$ cat src/design/mtacc_pkg.sv
// Shared constants and types for the 4x4 outer-product tile accumulator.
`timescale 1ns / 1ps

package mtacc_pkg;

    localparam int TILE       = 4;
    localparam int LANES      = TILE * TILE;
    localparam int IDX_W      = $clog2(LANES);
    localparam int POS_W      = $clog2(TILE);
    localparam int FIELD_W    = 16;
    localparam int DATA_WIDTH = 16;
    localparam int PROD_W     = 2 * DATA_WIDTH;
    localparam int ACC_W      = 48;
    localparam int MAX_DEPTH  = 4096;
    localparam int CNT_W      = $clog2(MAX_DEPTH + 1);
    localparam int IN_W       = 2 * TILE * FIELD_W;
    localparam int OUT_RAW_W  = 2 * POS_W + ACC_W;
    localparam int OUT_W      = ((OUT_RAW_W + 7) / 8) * 8;

    typedef logic signed [DATA_WIDTH-1:0] elem_t;
    typedef logic signed [ACC_W-1:0] acc_t;

endpackage

$ cat src/design/mtacc_lane.sv
// One multiply-accumulate lane: registered product and saturating 48-bit accumulator.
`timescale 1ns / 1ps

module mtacc_lane (
    input  logic             clk,
    input  logic             rst_n,
    input  mtacc_pkg::elem_t a,
    input  mtacc_pkg::elem_t b,
    input  logic             load,
    input  logic             accum,
    input  logic             clear,
    output mtacc_pkg::acc_t  sum
);
    import mtacc_pkg::*;

    logic signed [PROD_W-1:0] prod_reg;
    acc_t                     acc_reg;
    acc_t                     acc_next;
    logic signed [ACC_W-1:0]  prod_ext;
    logic signed [ACC_W:0]    wide;

    always_comb
    begin
        prod_ext = ACC_W'(prod_reg);
        wide     = {acc_reg[ACC_W-1], acc_reg} + {prod_ext[ACC_W-1], prod_ext};
        if (wide[ACC_W] != wide[ACC_W-1])
        begin
            sum = wide[ACC_W] ? {1'b1, {(ACC_W-1){1'b0}}} : {1'b0, {(ACC_W-1){1'b1}}};
        end
        else
        begin
            sum = wide[ACC_W-1:0];
        end
        acc_next = clear ? '0 : sum;
    end

    always_ff @(posedge clk)
    begin
        if (load)
        begin
            prod_reg <= a * b;
        end
    end

    always_ff @(posedge clk or negedge rst_n)
    begin
        if (!rst_n)
        begin
            acc_reg <= '0;
        end
        else if (accum)
        begin
            acc_reg <= acc_next;
        end
    end

endmodule

$ cat config.mk
export PLATFORM = sky130hd
export DESIGN_NAME = mtacc_lane
export DESIGN_NICKNAME = d
export VERILOG_FILES = /design/src/design/mtacc_pkg.sv /design/src/design/mtacc_lane.sv
export SDC_FILE = /design/constraint.sdc
export NUM_CORES = 1
export LEC_CHECK = 0
export ABC_AREA = 1
export BUFFER_PORTS_ARGS = -buffer_cell sky130_fd_sc_hd__buf_2
export CELL_PAD_IN_SITES_DETAIL_PLACEMENT = 0
export CELL_PAD_IN_SITES_GLOBAL_PLACEMENT = 1
export CORE_MARGIN = 10
export CORE_UTILIZATION = 43
export DETAILED_ROUTE_END_ITERATION = 12
export HOLD_SLACK_MARGIN = 0.15
export PLACE_DENSITY = 0.83
export SLEW_MARGIN = 5
export SYNTH_ARGS = -nofsm -noshare
export SYNTH_HDL_FRONTEND = slang
export SYNTH_SLANG_ARGS = --single-unit
export TNS_END_PERCENT = 100
$ cat constraint.sdc
create_clock -name clk -period 2.6 [get_ports clk]
set_input_delay 0.13 -clock clk [delete_from_list [all_inputs] [get_ports clk]]
set_output_delay 0.13 -clock clk [all_outputs]
set_load 0.01 [all_outputs]
==> metrics.yaml, run 1 <==
status: "complete, but fails checks"
setup_tns_ps: -87140
cts_buffer_depth: 2
drtIter0Drc: 1127
clock_sinks: 80
num_rows: 73
globalplace.congestion: 0.9458
dp_hpwl_microns: 46800
totalWireLength_microns: 59870
overflow: 0
async_flop_share: 0.6000
clock-skew-final_ps: 18.98
yosysSeqAreaShare: 0.1241
synth_top_flop_cell: "dfrtp_1"
yosysWarningCount: 0
min_period_ps: 4803
clock-root-buffer: "clkbuf_16"
start_kind: "input port"
syn-cell-area_sq_um: 17420
grt_pass1_vias: 18290
viasPerCell: 4.934
hold_violations: 0
synth-edff-count: 32
port-buffer-count: 84
clk_pin_slew_worst_paths_ps: 80
antenna_found_initial: 1
dieArea_sq_um: 48970
required_ps: 2720
largest_reg_flops: 48
io_pins: 85
fin_crit_sh: 1.847
htree_levels: 3
insertion_delay_ps: 370
drive_gt1_frac: 0.3583
finalMaxSlewViolations: 0
cts_buffers: 9
grt_pass1_wl_microns: 95530
synth.net_count: 2829
core_area_sq_um: 39910
avgRoutedWirePerCell_microns: 17.47
yosysUniqueCellTypes: 41
setup_ws_ps: -2203
first_pass_iters: 5
syn2layout_area_growth_pct: 48.08
floorplan.initialDensity: 0.4365
violations: "negative setup slack"
arrival_ps: 4920
finalSetupViolations: 122
fp.dieW_microns: 221.3
grt_max_degree: 49
ant_nets: 0
tightest_slew_ps: 853.8
timing.hold.ws_ps: 298.4
grt_usage: 0.2400
rsz0062_at_grt: "yes"
crit_path_end_kind: "register"
preCtsSetupSlack_ps: -2800
path_class: "in2reg"
maxCapViolations: 0
n_antenna_cell: 0
cts_tree: "built"
synth_cells: 2399
worst-path-max-fanout: 5
fmax_ghz: 0.2082
relSlewSlack: 0.4308
ys_ff_latch: 80
vias: 16910
die-height_microns: 221.3
min_path_type: "in2async"
nets: 3328
drc: 0
syn_area_per_cell_sq_um: 7.262
[per-layer routing]
metal / vias up / global-route usage / part of all wire
li1: 8061 / - / -
met1: 8351 / 0.3264 / 0.45
met2: 428 / 0.4094 / 0.49
met3: 73 / 0.02188 / 0.051
met4: 0 / 0.04513 / 0.018
met5: - / 0 / 0
[cell usage in the layout, fill, tap and decap left out, types with 31 or more instances in the layout]
cell type,instances
nand2_1,587
nand3_1,37
dfrtp_1,48
edfxtp_1,32
nor2_1,98
xnor2_1,31
buf_4,362
nand2_4,62
inv_1,529
inv_2,53
nand2_2,118
a21oi_1,54
ha_1,79
fa_1,244
buf_6,153
ha_4,46
[path summary, 6_finish.rpt]
path	startpoint	end	slack, ps	depth (start not counted)
setup / recovery	b[15]	prod_reg[22]	-2200	20
hold / removal	rst_n	acc_reg[3]	300	3
setup reg to reg	prod_reg[31]	acc_reg[41]	-410	21
hold reg to reg	acc_reg[13]	acc_reg[13]	490	2
max in group asynchronous	rst_n	acc_reg[29]	2020	3
min in group clk	a[0]	prod_reg[0]	310	4
[what timing repair did]
| item | 4_1_cts | 5_1_grt |
|---|---|---|
| gates cloned | 11 | 0 |
| setup endpoints to repair | 123 | 123 |
| hold buffers | 1 | 0 |
| endpoints found under the hold margin | 48 | 0 |
| setup buffers | 70 | 48 |
| pin swaps | 154 | 153 |
| resized for setup | 492 | 250 |
[kinds of logic (layout without fill, tap and decap cells)]
logic type	count (synthesis)	count (layout)	synth area share
adder cells (fa/ha/maj)	393	393	0.3956
AND/OR/NAND/NOR	1020	1020	0.2402
buffers and inverters	663	1167	0.1467
AO/OA/AOI/OAI	175	175	0.05925
XOR/XNOR	68	68	0.03419
flip-flops	80	80	0.1241
[synthesized netlist by cell type (all sizes together) (4+ instances only)]
library cell	instances	area, sq um
nand4	25	156.4
nor2	126	498.0
xnor2	36	315.3
xor2	32	280.3
edfxtp	32	960.9
clkbuf	63	236.5
fa	263	5265
nor3	15	75.07
dfrtp	48	1201
o21ai	47	284.0
buf	15	123.9
o21bai	22	165.2
nand2	785	3084
inv	585	2196
a21oi	89	456.7
a21o	8	60.06
ha	130	1627
or2	4	25.03
nand3	58	300.3
[metrics by stage]
stage / std cells / cell area (sq um) / utilization
3_5_place_dp: 3305 / 21490 / 0.5384
4_1_cts: 3400 / 24750 / 0.6200
3_3_place_gp: 3305 / 21490 / 0.5384
5_1_grt: 3428 / 25800 / 0.6463
6_report: 3428 / 25800 / 0.6463
2_1_floorplan: 2399 / 18200 / -
[area by class of cell]
class / instances / area, sq um
well taps: 525 / 656.9
flip-flops and latches: 80 / 2162
multi-input cells: 1656 / 15130
inverters: 585 / 2205
fillers: 3279 / 14120
clock inverters: 6 / 50.05
repair buffers: 566 / 5351
clock buffers: 10 / 239.0
[critical path, cell delays in order]
cell and delay (ps):
buf_6 80, clkinvlp_4 100, buf_12 150, buf_8 130, nor2_4 80, fa_1 420, fa_1 470, fa_1 580
fa_2 460, fa_1 480, inv_1 50, fa_1 490, inv_2 50, ha_4 240, a21oi_2 190, o21ai_2 100
a211oi_2 260, nand3_2 170, buf_4 180, xor2_1 130
Power of run 1 is left out: the tool's default activity adds up to more than one toggle a clock period on the data nets, which glitch-free logic cannot reach.
==> run 2: changes to the inputs <==
--- a/config.mk
+++ b/config.mk
@@ -10,10 +10,11 @@
 export CELL_PAD_IN_SITES_DETAIL_PLACEMENT = 0
 export CELL_PAD_IN_SITES_GLOBAL_PLACEMENT = 1
 export CORE_MARGIN = 10
-export CORE_UTILIZATION = 43
+export CORE_UTILIZATION = 51
 export DETAILED_ROUTE_END_ITERATION = 12
+export GPL_TIMING_DRIVEN = 0
 export HOLD_SLACK_MARGIN = 0.15
-export PLACE_DENSITY = 0.83
+export PLACE_DENSITY = 0.92
 export SLEW_MARGIN = 5
 export SYNTH_ARGS = -nofsm -noshare
 export SYNTH_HDL_FRONTEND = slang
==> constraint.sdc (replaced) <==
create_clock -name clk -period 5.83 [get_ports clk]
set_input_delay 0.2915 -clock clk [delete_from_list [all_inputs] [get_ports clk]]
set_output_delay 0.2915 -clock clk [all_outputs]
set_load 0.01 [all_outputs]
==> metrics.yaml, run 2 (synthesis results as in run 1) <==
status: "finished, final reports clean"
first_pass_iters: 5
setup_ws_ps: 193.7
arrival_ps: 5740
cts_buffer_depth: 2
globalplace.congestion: 0.9582
finalSetupViolations: 0
fp.dieW_microns: 204.8
cts_buffers: 9
die-height_microns: 204.8
maxCapViolations: 0
vias: 14930
floorplan.initialDensity: 0.5183
dp_hpwl_microns: 45700
path_class: "in2reg"
finalMaxSlewViolations: 0
fin_crit_sh: 0.9668
utilization: 0.5613
clock-root-buffer: "clkbuf_16"
relSlewSlack: 0.2156
hold_buffers: 0
nets: 2902
clock_sinks: 80
layout_commonest_cell: "nand2_1"
min_period_ps: 5636
required_ps: 5930
totalWireLength_microns: 52910
overflow: 0
largest_reg_flops: 48
start_kind: "input port"
most-common-layout-cells: "739 x nand2_1, 583 x inv_1, 261 x fa_1"
preCtsSetupSlack_ps: -1151
num_rows: 67
fillers: 3329
drtIter0Drc: 1066
viasPerCell: 5.106
clock-skew-final_ps: 16.80
insertion_delay_ps: 370
htree_levels: 3
hold_violations: 0
port-buffer-count: 57
drc: 0
setup_tns_ps: 0
dieArea_sq_um: 41950
io_pins: 85
grt_usage: 0.2570
grt_pass1_wl_microns: 83710
avgRoutedWirePerCell_microns: 18.09
crit_path_end_kind: "register"
antenna_found_initial: 0
grt_max_degree: 49
clk_pin_slew_worst_paths_ps: 80
ant_nets: 0
fmax_ghz: 0.1774
core_area_sq_um: 33620
n_antenna_cell: 0
drive_gt1_frac: 0.09447
tightest_slew_ps: 1177
worst-path-max-fanout: 10
cts_tree: "built"
timing.hold.ws_ps: 166.6
syn2layout_area_growth_pct: 8.309
min_path_type: "in2async"
grt_pass1_vias: 15510
-- run 2: area by class of cell --
type                            count  area, sq um  share of cell area
Buffer                             78        530.5             0.02811
Clock buffer                       11        254.0             0.01346
Clock inverter                      5        62.56            0.003315
Inverter                          585         2196              0.1164
Multi-Input combinational cell   1656        12780              0.6773
Sequential cell                    80         2162              0.1146
Tap cell                          448        560.5             0.02971
Timing Repair Buffer               62        322.8             0.01711
-- run 2: what timing repair did --
item / in CTS / in global routing
resized for setup: 71 / 74
setup buffers: 0 / 5
pin swaps: 0 / 3
endpoints found under the setup margin: 14 / 10
-- run 2: per-stage QoR --
step / instances / area, sq um
floorplan: 2399 / 17420
global placement: 2904 / 18270
detailed placement: 2904 / 18270
CTS: 2920 / 18710
global route: 2925 / 18870
finish: 2925 / 18870
-- run 2: per-layer routing --
layer  GRT usage  up-vias  share of wire
met5    0.002378        -              0
met4     0.06453        0          0.022
met3     0.03996       57          0.062
met2      0.4492      445           0.49
met1      0.3246     7217           0.43
li1            -     7215              -
-- run 2: final timing paths --
kind / from / end / slack (ps) / cells past startpoint
min in group clk: a[0] / prod_reg[0] / 400 / 3
hold reg to reg: acc_reg[15] / acc_reg[15] / 480 / 2
setup / recovery: a[8] / prod_reg[27] / 190 / 23
max in group asynchronous: rst_n / acc_reg[14] / 4940 / 1
hold / removal: rst_n / acc_reg[13] / 170 / 1
setup reg to reg: prod_reg[31] / acc_reg[20] / 2300 / 18
-- run 2: critical path, cell delays in order --
cell and delay [ps]:
buf_2 240, clkbuf_4 290, nand2_1 100, fa_1 550, inv_1 60, fa_1 550
fa_1 460, fa_1 490, fa_1 500, inv_1 50, fa_1 510, inv_1 60
ha_1 340, nand2_1 110, inv_1 60, nand2_1 100, nor2_4 150, nand4_1 190
nand3_2 190, nand2_1 60, nand2_1 140, a21oi_1 100, xnor2_1 140
Power of run 2 is left out for the same reason.
